$ cat src/rtl/sosa_pkg.sv
// shared types, codes and constants of the obstacle-avoidance sequencer
// no dependencies
`timescale 1ns / 1ps

package sosa_pkg;

    localparam int CollisionW = 9;
    localparam int MarginW    = 8;
    localparam int WaitW      = 10;
    localparam int DutyW      = 8;
    localparam int CountW     = 8;
    localparam int AngleW     = 8;
    localparam int CmdW       = 2;
    localparam int CfgIdxW    = 3;
    localparam int CfgDataW   = 10;
    localparam int ProdW      = 16;

    localparam logic [CfgIdxW-1:0] REG_COLLISION  = 3'd0;
    localparam logic [CfgIdxW-1:0] REG_MARGIN     = 3'd1;
    localparam logic [CfgIdxW-1:0] REG_SCAN_SETTLE = 3'd2;
    localparam logic [CfgIdxW-1:0] REG_LOOK_SETTLE = 3'd3;
    localparam logic [CfgIdxW-1:0] REG_DRIVE_DUTY  = 3'd4;

    localparam logic REQ_START = 1'b0;
    localparam logic REQ_ECHO  = 1'b1;

    localparam logic [CmdW-1:0] CMD_STOP  = 2'd0;
    localparam logic [CmdW-1:0] CMD_FWD   = 2'd1;
    localparam logic [CmdW-1:0] CMD_LEFT  = 2'd2;
    localparam logic [CmdW-1:0] CMD_RIGHT = 2'd3;

    localparam logic signed [AngleW-1:0] ANGLE_CENTER = 8'sd0;
    localparam logic signed [AngleW-1:0] ANGLE_SCAN_L = 8'sd45;
    localparam logic signed [AngleW-1:0] ANGLE_SCAN_R = -8'sd45;
    localparam logic signed [AngleW-1:0] ANGLE_LOOK_L = 8'sd90;
    localparam logic signed [AngleW-1:0] ANGLE_LOOK_R = -8'sd90;

    localparam logic [ProdW-1:0] SOUND_DIV = 16'd58;

    localparam logic [CollisionW-1:0] COLLISION_RST   = 9'd20;
    localparam logic [MarginW-1:0]    MARGIN_RST      = 8'd20;
    localparam logic [WaitW-1:0]      SCAN_SETTLE_RST = 10'd200;
    localparam logic [WaitW-1:0]      LOOK_SETTLE_RST = 10'd500;
    localparam logic [DutyW-1:0]      DUTY_RST        = 8'd128;

    typedef enum logic [2:0] {
        JOB_START,
        JOB_SCAN,
        JOB_LOOK_LEFT,
        JOB_LOOK_RIGHT,
        JOB_TURN_BEGIN,
        JOB_TURN_STEP,
        JOB_TURN_END
    } job_kind_t;

    typedef struct packed {
        job_kind_t   kind;
        logic [1:0]  slot;
        logic        turn_left;
    } job_t;

    typedef struct packed {
        logic [CollisionW-1:0] collision_cm;
        logic [MarginW-1:0]    clear_margin_cm;
        logic [WaitW-1:0]      scan_settle_ms;
        logic [WaitW-1:0]      look_settle_ms;
        logic [DutyW-1:0]      drive_duty;
    } cfg_t;

    typedef struct packed {
        logic signed [AngleW-1:0] servo_angle;
        logic [CmdW-1:0]          motor_cmd;
        logic [DutyW-1:0]         motor_duty;
        logic [WaitW-1:0]         wait_ms;
        logic                     do_measure;
        logic                     last_of_run;
    } result_t;

    function automatic logic signed [AngleW-1:0] scan_angle(input logic [1:0] slot);
        logic signed [AngleW-1:0] a;
        case (slot)
            2'd1:    a = ANGLE_SCAN_L;
            2'd3:    a = ANGLE_SCAN_R;
            default: a = ANGLE_CENTER;
        endcase
        return a;
    endfunction

endpackage

$ cat src/rtl/sosa_front.sv
// front end: accepts words, tracks the avoidance phase, classifies words into jobs,
// except echo words while idle; depends on sosa_pkg
`timescale 1ns / 1ps

module sosa_front (
    input  logic                          aclk,
    input  logic                          aresetn,
    input  logic                          s_valid,
    output logic                          s_ready,
    input  logic                          s_req_type,
    input  logic [sosa_pkg::CountW-1:0]   s_echo_count,
    input  sosa_pkg::cfg_t                cfg,
    input  logic                          q_full,
    output logic                          push,
    output sosa_pkg::job_t                job
);
    import sosa_pkg::*;

    typedef enum logic [2:0] {
        PH_IDLE,
        PH_SCAN,
        PH_LOOK_LEFT,
        PH_LOOK_RIGHT,
        PH_TURNING
    } phase_t;

    phase_t              phase_reg, phase_next;
    logic [1:0]          slot_reg, slot_next;
    logic [CountW-1:0]   left_echo_reg, left_echo_next;
    logic                turn_left_reg, turn_left_next;

    logic                accept;
    logic [ProdW-1:0]    echo64;
    logic [ProdW-1:0]    collide_lim;
    logic [ProdW-1:0]    clear_lim;
    logic                is_close;
    logic                is_clear;
    logic                turn_left_now;

    assign s_ready = !q_full;
    assign accept  = s_valid && s_ready;

    assign echo64      = {2'b00, s_echo_count, 6'b000000};
    assign collide_lim = ProdW'(cfg.collision_cm) * SOUND_DIV;
    assign clear_lim   = (ProdW'(cfg.collision_cm) + ProdW'(cfg.clear_margin_cm)) * SOUND_DIV;
    assign is_close    = echo64 < collide_lim;
    assign is_clear    = !(echo64 < clear_lim);
    assign turn_left_now = left_echo_reg > s_echo_count;

    always_comb begin
        phase_next     = phase_reg;
        slot_next      = slot_reg;
        left_echo_next = left_echo_reg;
        turn_left_next = turn_left_reg;
        push           = 1'b0;
        job.kind       = JOB_START;
        job.slot       = slot_reg;
        job.turn_left  = turn_left_reg;
        if (accept) begin
            if (s_req_type == REQ_START) begin
                phase_next = PH_SCAN;
                slot_next  = 2'd0;
                push       = 1'b1;
                job.kind   = JOB_START;
            end else begin
                case (phase_reg)
                    PH_SCAN: begin
                        push = 1'b1;
                        if (is_close) begin
                            phase_next = PH_LOOK_LEFT;
                            job.kind   = JOB_LOOK_LEFT;
                        end else begin
                            slot_next = slot_reg + 2'd1;
                            job.kind  = JOB_SCAN;
                            job.slot  = slot_reg + 2'd1;
                        end
                    end
                    PH_LOOK_LEFT: begin
                        push           = 1'b1;
                        left_echo_next = s_echo_count;
                        phase_next     = PH_LOOK_RIGHT;
                        job.kind       = JOB_LOOK_RIGHT;
                    end
                    PH_LOOK_RIGHT: begin
                        push           = 1'b1;
                        turn_left_next = turn_left_now;
                        phase_next     = PH_TURNING;
                        job.kind       = JOB_TURN_BEGIN;
                        job.turn_left  = turn_left_now;
                    end
                    PH_TURNING: begin
                        push = 1'b1;
                        if (is_clear) begin
                            phase_next = PH_SCAN;
                            slot_next  = 2'd0;
                            job.kind   = JOB_TURN_END;
                        end else begin
                            job.kind = JOB_TURN_STEP;
                        end
                    end
                    default: begin
                        push = 1'b0;
                    end
                endcase
            end
        end
    end

    always_ff @(posedge aclk) begin
        if (!aresetn) begin
            phase_reg     <= PH_IDLE;
            slot_reg      <= 2'd0;
            left_echo_reg <= '0;
            turn_left_reg <= 1'b0;
        end else begin
            phase_reg     <= phase_next;
            slot_reg      <= slot_next;
            left_echo_reg <= left_echo_next;
            turn_left_reg <= turn_left_next;
        end
    end

endmodule

$ cat src/rtl/sosa_queue.sv
// two-entry job queue between front and back end
// depends on sosa_pkg
`timescale 1ns / 1ps

module sosa_queue (
    input  logic            aclk,
    input  logic            aresetn,
    input  logic            push,
    input  sosa_pkg::job_t  push_job,
    output logic            full,
    input  logic            pop,
    output logic            not_empty,
    output sosa_pkg::job_t  head_job
);
    import sosa_pkg::*;

    job_t        mem_reg [2];
    logic        wr_ptr_reg, wr_ptr_next;
    logic        rd_ptr_reg, rd_ptr_next;
    logic [1:0]  count_reg, count_next;
    logic        do_push, do_pop;

    assign full      = count_reg == 2'd2;
    assign not_empty = count_reg != 2'd0;
    assign head_job  = mem_reg[rd_ptr_reg];
    assign do_push   = push && !full;
    assign do_pop    = pop && not_empty;

    always_comb begin
        wr_ptr_next = wr_ptr_reg ^ do_push;
        rd_ptr_next = rd_ptr_reg ^ do_pop;
        count_next  = count_reg + 2'(do_push) - 2'(do_pop);
    end

    always_ff @(posedge aclk) begin
        if (do_push) begin
            mem_reg[wr_ptr_reg] <= push_job;
        end
    end

    always_ff @(posedge aclk) begin
        if (!aresetn) begin
            wr_ptr_reg <= 1'b0;
            rd_ptr_reg <= 1'b0;
            count_reg  <= 2'd0;
        end else begin
            wr_ptr_reg <= wr_ptr_next;
            rd_ptr_reg <= rd_ptr_next;
            count_reg  <= count_next;
        end
    end

endmodule

$ cat src/rtl/sosa_back.sv
// back end: expands each job into one or two result words behind an output register
// depends on sosa_pkg
`timescale 1ns / 1ps

module sosa_back (
    input  logic              aclk,
    input  logic              aresetn,
    input  sosa_pkg::cfg_t    cfg,
    input  logic              q_not_empty,
    input  sosa_pkg::job_t    q_job,
    output logic              pop,
    output logic              m_valid,
    input  logic              m_ready,
    output sosa_pkg::result_t m_res
);
    import sosa_pkg::*;

    logic      valid_reg, valid_next;
    result_t   res_reg, res_next;
    logic      second_reg, second_next;
    job_t      held_reg, held_next;
    logic      load;
    job_t      cur_job;
    logic      cur_second;
    result_t   word;
    logic [CmdW-1:0] turn_cmd;

    assign load    = !valid_reg || m_ready;
    assign pop     = load && !second_reg && q_not_empty;
    assign m_valid = valid_reg;
    assign m_res   = res_reg;

    assign cur_job    = second_reg ? held_reg : q_job;
    assign cur_second = second_reg;
    assign turn_cmd   = cur_job.turn_left ? CMD_LEFT : CMD_RIGHT;

    always_comb begin
        word.servo_angle = ANGLE_CENTER;
        word.motor_cmd   = CMD_FWD;
        word.wait_ms     = cfg.scan_settle_ms;
        word.do_measure  = 1'b1;
        word.last_of_run = 1'b1;
        case (cur_job.kind)
            JOB_START: begin
                word.motor_cmd = CMD_FWD;
            end
            JOB_SCAN: begin
                word.servo_angle = scan_angle(cur_job.slot);
            end
            JOB_LOOK_LEFT: begin
                word.servo_angle = ANGLE_LOOK_L;
                word.motor_cmd   = CMD_STOP;
                word.wait_ms     = cfg.look_settle_ms;
            end
            JOB_LOOK_RIGHT: begin
                word.servo_angle = ANGLE_LOOK_R;
                word.motor_cmd   = CMD_STOP;
                word.wait_ms     = cfg.look_settle_ms;
            end
            JOB_TURN_BEGIN: begin
                if (cur_second) begin
                    word.motor_cmd = turn_cmd;
                    word.wait_ms   = '0;
                end else begin
                    word.motor_cmd   = CMD_STOP;
                    word.do_measure  = 1'b0;
                    word.last_of_run = 1'b0;
                end
            end
            JOB_TURN_STEP: begin
                word.motor_cmd = turn_cmd;
                word.wait_ms   = '0;
            end
            JOB_TURN_END: begin
                if (!cur_second) begin
                    word.motor_cmd   = CMD_STOP;
                    word.wait_ms     = '0;
                    word.do_measure  = 1'b0;
                    word.last_of_run = 1'b0;
                end
            end
            default: begin
                word.motor_cmd = CMD_STOP;
            end
        endcase
        word.motor_duty = (word.motor_cmd == CMD_STOP) ? '0 : cfg.drive_duty;
    end

    always_comb begin
        valid_next  = valid_reg;
        res_next    = res_reg;
        second_next = second_reg;
        held_next   = held_reg;
        if (load) begin
            if (second_reg) begin
                valid_next  = 1'b1;
                res_next    = word;
                second_next = 1'b0;
            end else if (q_not_empty) begin
                valid_next  = 1'b1;
                res_next    = word;
                held_next   = q_job;
                second_next = (q_job.kind == JOB_TURN_BEGIN) || (q_job.kind == JOB_TURN_END);
            end else begin
                valid_next = 1'b0;
            end
        end
    end

    always_ff @(posedge aclk) begin
        res_reg  <= res_next;
        held_reg <= held_next;
    end

    always_ff @(posedge aclk) begin
        if (!aresetn) begin
            valid_reg  <= 1'b0;
            second_reg <= 1'b0;
        end else begin
            valid_reg  <= valid_next;
            second_reg <= second_next;
        end
    end

endmodule

$ cat src/rtl/sonar_obstacle_avoid_sequencer.sv
// top level of the sonar obstacle-avoidance sequencer: configuration registers and the
// front end, job queue and back end; depends on sosa_pkg, sosa_front, sosa_queue, sosa_back
`timescale 1ns / 1ps

// Each start request or echo word is classified by the front end in the cycle it is
// accepted and leaves a job in a two-entry queue; the back end turns a job into one
// result word per cycle while m_ready is high, through a registered output. Most
// words yield one result; the right look and the end of a turn yield two, so the
// sustained rate is set by the single output register. Echo words that arrive while
// idle are taken and dropped. Configuration is taken at any time through the cfg port
// (cfg_ready is always high) and should only change while no word is in flight.
module sonar_obstacle_avoid_sequencer (
    input  logic                                 aclk,
    input  logic                                 aresetn,
    input  logic                                 s_valid,
    output logic                                 s_ready,
    input  logic                                 s_req_type,
    input  logic [sosa_pkg::CountW-1:0]          s_echo_count,
    output logic                                 m_valid,
    input  logic                                 m_ready,
    output logic signed [sosa_pkg::AngleW-1:0]   m_servo_angle,
    output logic [sosa_pkg::CmdW-1:0]            m_motor_cmd,
    output logic [sosa_pkg::DutyW-1:0]           m_motor_duty,
    output logic [sosa_pkg::WaitW-1:0]           m_wait_ms,
    output logic                                 m_do_measure,
    output logic                                 m_last_of_run,
    input  logic                                 cfg_valid,
    output logic                                 cfg_ready,
    input  logic [sosa_pkg::CfgIdxW-1:0]         cfg_index,
    input  logic [sosa_pkg::CfgDataW-1:0]        cfg_wdata
);
    import sosa_pkg::*;

    cfg_t     cfg_reg;
    logic     q_full;
    logic     q_not_empty;
    logic     push;
    logic     pop;
    job_t     push_job;
    job_t     head_job;
    result_t  res;

    assign cfg_ready = 1'b1;

    always_ff @(posedge aclk) begin
        if (!aresetn) begin
            cfg_reg.collision_cm    <= COLLISION_RST;
            cfg_reg.clear_margin_cm <= MARGIN_RST;
            cfg_reg.scan_settle_ms  <= SCAN_SETTLE_RST;
            cfg_reg.look_settle_ms  <= LOOK_SETTLE_RST;
            cfg_reg.drive_duty      <= DUTY_RST;
        end else if (cfg_valid && cfg_ready) begin
            case (cfg_index)
                REG_COLLISION:   cfg_reg.collision_cm    <= cfg_wdata[CollisionW-1:0];
                REG_MARGIN:      cfg_reg.clear_margin_cm <= cfg_wdata[MarginW-1:0];
                REG_SCAN_SETTLE: cfg_reg.scan_settle_ms  <= cfg_wdata[WaitW-1:0];
                REG_LOOK_SETTLE: cfg_reg.look_settle_ms  <= cfg_wdata[WaitW-1:0];
                REG_DRIVE_DUTY:  cfg_reg.drive_duty      <= cfg_wdata[DutyW-1:0];
                default: begin
                end
            endcase
        end
    end

    sosa_front u_front (
        .aclk         (aclk),
        .aresetn      (aresetn),
        .s_valid      (s_valid),
        .s_ready      (s_ready),
        .s_req_type   (s_req_type),
        .s_echo_count (s_echo_count),
        .cfg          (cfg_reg),
        .q_full       (q_full),
        .push         (push),
        .job          (push_job)
    );

    sosa_queue u_queue (
        .aclk      (aclk),
        .aresetn   (aresetn),
        .push      (push),
        .push_job  (push_job),
        .full      (q_full),
        .pop       (pop),
        .not_empty (q_not_empty),
        .head_job  (head_job)
    );

    sosa_back u_back (
        .aclk        (aclk),
        .aresetn     (aresetn),
        .cfg         (cfg_reg),
        .q_not_empty (q_not_empty),
        .q_job       (head_job),
        .pop         (pop),
        .m_valid     (m_valid),
        .m_ready     (m_ready),
        .m_res       (res)
    );

    assign m_servo_angle = res.servo_angle;
    assign m_motor_cmd   = res.motor_cmd;
    assign m_motor_duty  = res.motor_duty;
    assign m_wait_ms     = res.wait_ms;
    assign m_do_measure  = res.do_measure;
    assign m_last_of_run = res.last_of_run;

endmodule

$ cat config.mk
export PLATFORM = sky130hd
export DESIGN_NAME = sonar_obstacle_avoid_sequencer
export DESIGN_NICKNAME = d
export VERILOG_FILES = /design/src/rtl/sosa_pkg.sv /design/src/rtl/sosa_front.sv /design/src/rtl/sosa_queue.sv /design/src/rtl/sosa_back.sv /design/src/rtl/sonar_obstacle_avoid_sequencer.sv
export SDC_FILE = /design/constraint.sdc
export NUM_CORES = 1
export LEC_CHECK = 0
export BUFFER_PORTS_ARGS = -buffer_cell sky130_fd_sc_hd__buf_2
export CORE_ASPECT_RATIO = 1.2
export CORE_MARGIN = 3
export CORE_UTILIZATION = 40
export CTS_CLUSTER_DIAMETER = 80
export DETAILED_ROUTE_END_ITERATION = 16
export GPL_ROUTABILITY_DRIVEN = 0
export PLACE_DENSITY = 0.66
export SYNTH_ARGS = -nofsm -noshare
export SYNTH_HDL_FRONTEND = slang
export SYNTH_HIERARCHICAL = 1
export SYNTH_SLANG_ARGS = --single-unit
$ cat constraint.sdc
create_clock -name aclk -period 8.31 [get_ports aclk]
set_clock_uncertainty 0.15 [all_clocks]
set_input_delay 0.4155 -clock aclk [delete_from_list [all_inputs] [get_ports aclk]]
set_output_delay 0.4155 -clock aclk [all_outputs]
set_load 0.05 [all_outputs]
==> impl_metrics.json, run 1 <==
{
  "powerDensity_mw_per_mm2": 225,
  "max_slew_margin": 0.444,
  "row_count": 55,
  "synth.most_common_cell": "ha_1",
  "nets": 1007,
  "cts_setup_buffers": 0,
  "grt_util_all_layers": 0.151,
  "critPathLaunchType": "register",
  "ys_async_sr_fraction": 0,
  "combPwrFrac": 0.416,
  "synth_seq_cells": 111,
  "final_cells": 1120,
  "syn_inst": 814,
  "clk_latency_ns": 0.35,
  "report.final.hold_viol_count": 0,
  "intPower_mw": 1.16,
  "grt-ovfl-total": 0,
  "ir_worst_vdd_mv": 0.188,
  "dp_hpwl_um": 12200,
  "synth_area_leaders": "edfxtp_1, dfxtp_1, ha_1",
  "port_buffers": 58,
  "fin_crit_ns": 6.75,
  "synth_edf_count": 45,
  "synthAdderAreaFrac": 0.214,
  "crit_path_end_kind": "register",
  "first_pass_iters": 4,
  "grt_max_degree": 75,
  "cts_made_buffers": 9,
  "synth_flop_cell": "dfxtp_1",
  "netSwitchingFraction": 0.411,
  "tightest_slew_ns": 0.832,
  "critPathSlowestCell": "o41ai_1",
  "cp_top_family": "adder cells",
  "setup_violations": 0,
  "first_global_vias": 5715,
  "n_antenna_cell": 0,
  "yosysSeqAreaShare": 0.335,
  "drtIter0Drc": 245,
  "period_share": 0.812,
  "synth_top_area_frac": 0.169,
  "path_buf_inv": 3,
  "slew_violations": 0,
  "synthToLayoutAreaGrowth_pct": 9.97,
  "critical_path.max_stage_delay_ns": 0.74,
  "start_util": 0.416,
  "coreArea_mm2": 0.0192,
  "cap_violations": 0,
  "cts_htree_levels": 3,
  "ios": 60,
  "clock_sinks": 111,
  "max_freq_mhz": 148,
  "avgViaCountPerCell": 5.07,
  "chipHeight_um": 161,
  "largest_reg_flops": 45,
  "muxShareOfSynthArea": 0.0726,
  "rrSetupSlack_ns": 1.56,
  "antenna_left": 0,
  "seqCellArea_mm2": 0.00267,
  "multi_input_comb_area_mm2": 0.00482,
  "post_cts_resized": 0,
  "p_sw_mw": 0.811,
  "die_w_um": 135,
  "power.leakage_nw": 4.08,
  "synthTopCellsByCount": "ha_1, inv_1, dfxtp_1, nand2_1, mux2i_1",
  "drive_gt1_frac": 0.122,
  "num_vias": 5675,
  "ys_types": 77,
  "worstPathArrival_ns": 6.70,
  "worstPathMaxFanout": 6,
  "post-route-util": 0.457,
  "cts_root_buf": "clkbuf_16",
  "synth_area_per_cell_um2": 9.80,
  "drc": 0,
  "required_ns": 8.25,
  "cts_hold_buffers": 0,
  "dieArea_mm2": 0.0217,
  "critical_path_class": "register to register",
  "synth_top_family_by_area": "adder cells",
  "wl_per_cell_um": 14.1,
  "antenna_found_initial": 0,
  "yosysTopAreaCell": "edfxtp_1",
  "clk_path_buf_depth": 2,
  "grt_pass1_wl_um": 27000,
  "dp.cells": 1104,
  "yosysWarnings": 6,
  "clk_pin_slew_ns": 0.08,
  "status": "complete, no violations",
  "pwr-share-seq": 0.362,
  "rsz0062_at_grt": "false",
  "hold_class": "input pin to register",
  "clkPwrFrac": 0.222,
  "synthSimpleGateAreaFrac": 0.156,
  "setup_tns_ns": 0,
  "synth_compound_area_frac": 0.118,
  "syn-cell-area_mm2": 0.00798,
  "p_total_mw": 1.97,
  "cpMostUsedCell": "ha_1",
  "synth_xor_area_frac": 0.0422,
  "synth_fp_nets": 962,
  "worst_hold_slack_ns": 0.196,
  "cts_tree": "done",
  "routed_wl_um": 15800,
  "fill_cells": 1822
}
==> cell type report <==
cell class,count,area share
repair buffers,63,0.0374
well taps,256,0.0365
clock inverters,7,0.00984
multi-input cells,589,0.550
flip-flops and latches,111,0.305
clock buffers,9,0.0257
inverters,85,0.0364
==> path summary, 6_finish.rpt <==
check,start,end,depth (start not counted)
worst max-delay path,cfg_reg[36],u_queue/mem_reg[1][4],27
worst max register to register,cfg_reg[36],u_queue/mem_reg[1][4],27
worst min-delay path,cfg_wdata[3],cfg_reg[21],3
worst min register to register,cfg_reg[9],cfg_reg[9],2
==> through the flow <==
step	worst slack, ns	area, um^2
finish	1.56	8770
global route	0.932	8770
CTS	1.54	8770
detailed placement	1.58	8460
global placement	1.69	8460
floorplan	2.18	7980
==> worst reg2reg max path, cell delays in order (launching register included) <==
cell and delay (ns):
dfxtp_1 0.45, ha_1 0.21, inv_1 0.06, fa_1 0.40, nor2b_1 0.13, o21ai_1 0.08, a21boi_1 0.20, o21ai_1 0.08
nand2b_1 0.10, xor2_1 0.36, xor2_1 0.26, ha_1 0.28, ha_1 0.28, inv_1 0.05, fa_1 0.50, inv_1 0.04
ha_1 0.24, o41ai_1 0.74, xnor2_1 0.15, ha_1 0.33, and4_1 0.20, a2111oi_0 0.34, o21ai_0 0.16, a21oi_1 0.15
nor3_1 0.10, nand2_1 0.13, nor2_1 0.06, o31a_1 0.30
==> layer usage <==
layer  GRT usage  vias to the layer above  wire length, um
met1       0.179                     2637             6850
met2       0.278                       82             8140
met4      0.0486                        0              286
li1            -                     2938                -
met5           0                        -                0
met3      0.0235                       18              491
==> cells by family after synthesis <==
group / count (synthesis)
other: 1
XOR/XNOR: 36
multiplexers: 57
AO/OA/AOI/OAI: 142
buffers and inverters: 114
AND/OR/NAND/NOR: 229
flip-flops: 111
adder cells (fa/ha/maj): 124
==> cells in the final DEF, fill, tap and decap left out, drive strengths merged, types with 3 or more instances in the layout <==
cell type / n
a211oi: 4
a21o: 16
a21oi: 41
a31oi: 13
and2: 3
and3b: 3
buf: 63
clkbuf: 9
clkinv: 4
dfxtp: 66
edfxtp: 45
fa: 22
ha: 99
inv: 88
maj3: 3
mux2: 7
mux2i: 50
nand2: 66
nand2b: 7
nand3: 29
nand3b: 4
nand4: 3
nand4b: 13
nor2: 41
nor2b: 30
nor3: 6
nor3b: 8
nor4bb: 3
o21a: 5
o21ai: 33
o21bai: 6
xnor2: 20
xor2: 15
==> power by group through the flow <==
stage                     combinational, mW  sequential (mW)  clock [mW]
after global placement                0.820            0.727           0
after floorplan                       0.480            0.907           0
after global routing                  0.908            0.725       0.470
after detailed placement              0.825            0.729           0
after CTS                             0.828            0.717       0.450
final                                 0.820            0.715       0.438
Note: power is estimated with default switching activity, not from simulation.
==> run 2, diff against run 1 <==
--- a/config.mk
+++ b/config.mk
@@ -12,7 +12,7 @@
 export CTS_CLUSTER_DIAMETER = 80
 export DETAILED_ROUTE_END_ITERATION = 16
 export GPL_ROUTABILITY_DRIVEN = 0
-export PLACE_DENSITY = 0.66
+export PLACE_DENSITY = 0.68
 export SYNTH_ARGS = -nofsm -noshare
 export SYNTH_HDL_FRONTEND = slang
 export SYNTH_HIERARCHICAL = 1
==> constraint.sdc (replaced) <==
create_clock -name aclk -period 5.8 [get_ports aclk]
set_clock_uncertainty 0.15 [all_clocks]
set_input_delay 0.29 -clock aclk [delete_from_list [all_inputs] [get_ports aclk]]
set_output_delay 0.29 -clock aclk [all_outputs]
set_load 0.05 [all_outputs]
==> impl_metrics.json, run 2 (synthesized netlist as in run 1, its figures left out) <==
{
  "cap_violations": 0,
  "powerDensity_mw_per_mm2": 324,
  "crit_path_end_kind": "register",
  "critPathSlowestCell": "fa_1",
  "largest_reg_flops": 45,
  "grt_max_degree": 69,
  "layout_common_cells": "ha_1, inv_1, nand2_1",
  "nets": 1040,
  "clock_sinks": 111,
  "top_usage_layer": "met2",
  "tightest_slew_ns": 1.21,
  "avgViaCountPerCell": 5.20,
  "ir_worst_vdd_mv": 0.211,
  "wl_per_cell_um": 14.5,
  "synthToLayoutAreaGrowth_pct": 16.8,
  "p_total_mw": 3.02,
  "row_count": 55,
  "report.final.hold_viol_count": 0,
  "worstPathMaxFanout": 4,
  "clk_latency_ns": 0.35,
  "netSwitchingFraction": 0.413,
  "grt_pass1_wl_um": 28300,
  "antenna_found_initial": 0,
  "setup_violations": 0,
  "final_cells": 1153,
  "num_vias": 5993,
  "ios": 60,
  "antenna_left": 0,
  "grtUsageMet3": 0.0191,
  "first_pass_iters": 5,
  "critical_path_class": "register to register",
  "critical_path.max_stage_delay_ns": 0.51,
  "dp_slack_ns": -0.198,
  "grt_util_all_layers": 0.157,
  "dp.cells": 1130,
  "p_sw_mw": 1.25,
  "slew_violations": 0,
  "combPwrFrac": 0.448,
  "final_common_cell": "ha_1",
  "port_buffers": 58,
  "cp_top_family": "adder cells",
  "required_ns": 5.76,
  "met2_usage": 0.291,
  "rsz0062_at_grt": "true",
  "hold_class": "input pin to register",
  "cts_tree": "done",
  "n_antenna_cell": 0,
  "max_freq_mhz": 174,
  "cts_made_buffers": 9,
  "worstPathArrival_ns": 5.72,
  "clkPwrFrac": 0.213,
  "status": "complete, no violations",
  "period_share": 0.994,
  "layout_setup_ws_ns": 0.0374,
  "cts_root_buf": "clkbuf_16",
  "first_global_vias": 5972,
  "dp_hpwl_um": 12600,
  "dieArea_mm2": 0.0217,
  "cts_htree_levels": 3,
  "drtIter0Drc": 236,
  "drc": 0,
  "worst_hold_slack_ns": 0.0513,
  "post-route-util": 0.485,
  "start_util": 0.416,
  "cts_hold_buffers": 0,
  "fin_crit_ns": 5.76,
  "drive_gt1_frac": 0.201,
  "pwr-share-seq": 0.339,
  "max_slew_margin": 0.195,
  "fill_cells": 1731,
  "chipHeight_um": 161,
  "power.leakage_nw": 4.29,
  "intPower_mw": 1.77,
  "critPathLaunchType": "register",
  "die_w_um": 135,
  "clk_pin_slew_ns": 0.09,
  "grt-ovfl-total": 0,
  "clk_path_buf_depth": 2,
  "coreArea_mm2": 0.0192,
  "path_buf_inv": 5,
  "routed_wl_um": 16700,
  "met1_usage": 0.188
}
## run 2: routing by layer
layer | share of wire | up-vias
li1 | - | 3004
met1 | 0.43 | 2889
met2 | 0.53 | 83
met3 | 0.026 | 17
met4 | 0.016 | 0
met5 | 0 | -
## run 2: worst min-delay path, stage by stage
cell and delay [ns]:
buf_2 0.09, nor2b_1 0.04, mux2i_1 0.11
## run 2: per-stage QoR
| stage | cell area (um^2) | setup TNS (ns) |
|---|---|---|
| 3_5_place_dp | 8690 | -0.779 |
| 4_1_cts | 9130 | 0 |
| 3_3_place_gp | 8690 | -0.0480 |
| 5_1_grt | 9320 | -1.00 |
| 2_1_floorplan | 8010 | 0 |
| 6_report | 9320 | 0 |
## run 2: repair_timing
action | in CTS | in global routing
endpoints found under the setup margin | 8 | 8
pin swaps | 21 | 30
buffers inserted | 4 | 5
gates resized for setup | 25 | 32
## run 2: area by class of cell
cell class | count | area, um^2 | area share
multi-input combinational | 589 | 5100 | 0.547
sequential | 111 | 2680 | 0.287
timing repair buffer | 96 | 587 | 0.0630
tap | 256 | 320 | 0.0344
inverter | 85 | 319 | 0.0342
clock buffer | 9 | 225 | 0.0242
clock inverter | 7 | 91.3 | 0.00980
## run 2: power by group through the flow
stage	clock network (mW)	registers [mW]	logic (mW)
after global routing	0.686	1.04	1.48
after detailed placement	0	1.04	1.23
final	0.642	1.02	1.35
after global placement	0	1.04	1.21
after floorplan	0	1.30	0.696
after CTS	0.660	1.03	1.30
## run 2: worst paths after layout
kind / slack (ns) / startpoint / cells past startpoint / end
max: 0.04 / cfg_reg[28] / 29 / u_queue/mem_reg[1][3]
min reg2reg: 0.31 / cfg_reg[9] / 2 / cfg_reg[9]
max reg2reg: 0.04 / cfg_reg[28] / 29 / u_queue/mem_reg[1][3]
min: 0.05 / cfg_wdata[3] / 3 / cfg_reg[21]
==> run 3, diff against run 2 <==
--- a/config.mk
+++ b/config.mk
@@ -6,13 +6,16 @@
 export NUM_CORES = 1
 export LEC_CHECK = 0
 export BUFFER_PORTS_ARGS = -buffer_cell sky130_fd_sc_hd__buf_2
+export CAP_MARGIN = 15
+export CELL_PAD_IN_SITES_DETAIL_PLACEMENT = 1
+export CELL_PAD_IN_SITES_GLOBAL_PLACEMENT = 1
 export CORE_ASPECT_RATIO = 1.2
 export CORE_MARGIN = 3
 export CORE_UTILIZATION = 40
 export CTS_CLUSTER_DIAMETER = 80
 export DETAILED_ROUTE_END_ITERATION = 16
 export GPL_ROUTABILITY_DRIVEN = 0
-export PLACE_DENSITY = 0.68
+export PLACE_DENSITY = 0.81
 export SYNTH_ARGS = -nofsm -noshare
 export SYNTH_HDL_FRONTEND = slang
 export SYNTH_HIERARCHICAL = 1
==> impl_metrics.json, run 3 (synthesized netlist as in run 1, its figures left out) <==
{
  "status": "complete, no violations",
  "critPathSlowestCell": "fa_1",
  "grt-ovfl-total": 0,
  "synthToLayoutAreaGrowth_pct": 16.6,
  "antenna_left": 0,
  "critPathLaunchType": "register",
  "row_count": 55,
  "powerDensity_mw_per_mm2": 332,
  "die_w_um": 135,
  "setup_tns_ns": 0,
  "coreArea_mm2": 0.0192,
  "num_vias": 6253,
  "dieArea_mm2": 0.0217,
  "dp_hpwl_um": 14600,
  "avgViaCountPerCell": 5.41,
  "routed_wl_um": 20000,
  "setup_violations": 0,
  "rsz0062_at_grt": "true",
  "tightest_slew_ns": 0.932,
  "cap_violations": 0,
  "n_antenna_cell": 0,
  "clk_latency_ns": 0.35,
  "cts_root_buf": "clkbuf_16",
  "max_freq_mhz": 174,
  "grt_util_all_layers": 0.184,
  "worst_hold_slack_ns": 0.0751,
  "first_pass_iters": 4,
  "chipHeight_um": 161,
  "required_ns": 5.76,
  "cpMostUsedCell": "buf_4",
  "clk_path_buf_depth": 2,
  "drtIter0Drc": 260,
  "report.final.hold_viol_count": 0,
  "final_cell_area_mm2": 0.00930,
  "crit_path_end_kind": "register",
  "wl_per_cell_um": 17.3,
  "cts_tree": "done",
  "r2r-start": "cfg_reg[28]",
  "dp_slack_ns": -0.318,
  "grt_max_degree": 75,
  "clock_sinks": 111,
  "first_global_vias": 6656,
  "port_buffers": 58,
  "post-route-util": 0.485,
  "cts_htree_levels": 3,
  "power.leakage_nw": 4.31,
  "cts_made_buffers": 9,
  "critical_path_class": "register to register",
  "fin_crit_ns": 5.75,
  "start_util": 0.416,
  "max_slew_margin": 0.378,
  "worstPathArrival_ns": 5.71,
  "drive_gt1_frac": 0.204,
  "layout_setup_ws_ns": 0.0497,
  "critical_path.max_stage_delay_ns": 0.51,
  "layout_common_cells": "ha_1, inv_1, nand2_1",
  "path_buf_inv": 7,
  "grt_pass1_wl_um": 32800,
  "hold_class": "input pin to register",
  "p_total_mw": 3.09,
  "drc": 0,
  "clk_pin_slew_ns": 0.09,
  "ir_worst_vdd_mv": 0.236,
  "largest_reg_flops": 45,
  "crit_start": "cfg_reg[28]",
  "ios": 60,
  "antenna_found_initial": 0,
  "cts_hold_buffers": 0,
  "dp.cells": 1135,
  "place_area_mm2": 0.00872,
  "slew_violations": 0,
  "nets": 1043,
  "final_cells": 1156,
  "worstPathMaxFanout": 4,
  "final_common_cell": "ha_1",
  "hold_start": "cfg_wdata[5]",
  "period_share": 0.991,
  "cp_top_family": "adder cells"
}
[run 3: changes by cell type in the layout (fill, tap and decap cells not counted), sizes merged]
cell and change:
buf +3, clkinv -1, inv +1
[run 3: worst min-delay path: stages]
cell	delay, ns
buf_2	0.10
nor2b_1	0.04
mux2i_1	0.11
[run 3: area by class of cell]
class | count | area [um^2]
clock inverters | 7 | 88.8
inverters | 85 | 319
fillers | 2158 | 9900
repair buffers | 99 | 602
multi-input cells | 589 | 5070
flip-flops and latches | 111 | 2680
clock buffers | 9 | 225
well taps | 256 | 320
[run 3: report_power, final]
part	switching [mW]	internal, mW
combinational	0.908	0.504
sequential	0.0511	0.976
clock	0.330	0.317
[run 3: metal layers]
metal,global-route usage,part of all wire,vias up
met3,0.0166,0.020,25
met4,0.0596,0.020,0
met5,0,0,-
li1,-,-,3008
met1,0.207,0.40,3126
met2,0.359,0.56,94
[run 3: repair_timing]
action                     CTS  global route
resized for setup           15            35
setup endpoints to repair    8             8
pin swaps                   11            14
setup buffers                2             3
gates cloned                 0             0
[run 3: final timing paths]
kind / to / slack [ns] / cells past startpoint
min reg2reg: cfg_reg[1] / 0.31 / 2
max reg2reg: u_queue/mem_reg[1][3] / 0.05 / 31
max: u_queue/mem_reg[1][3] / 0.05 / 31
min: cfg_reg[13] / 0.08 / 3
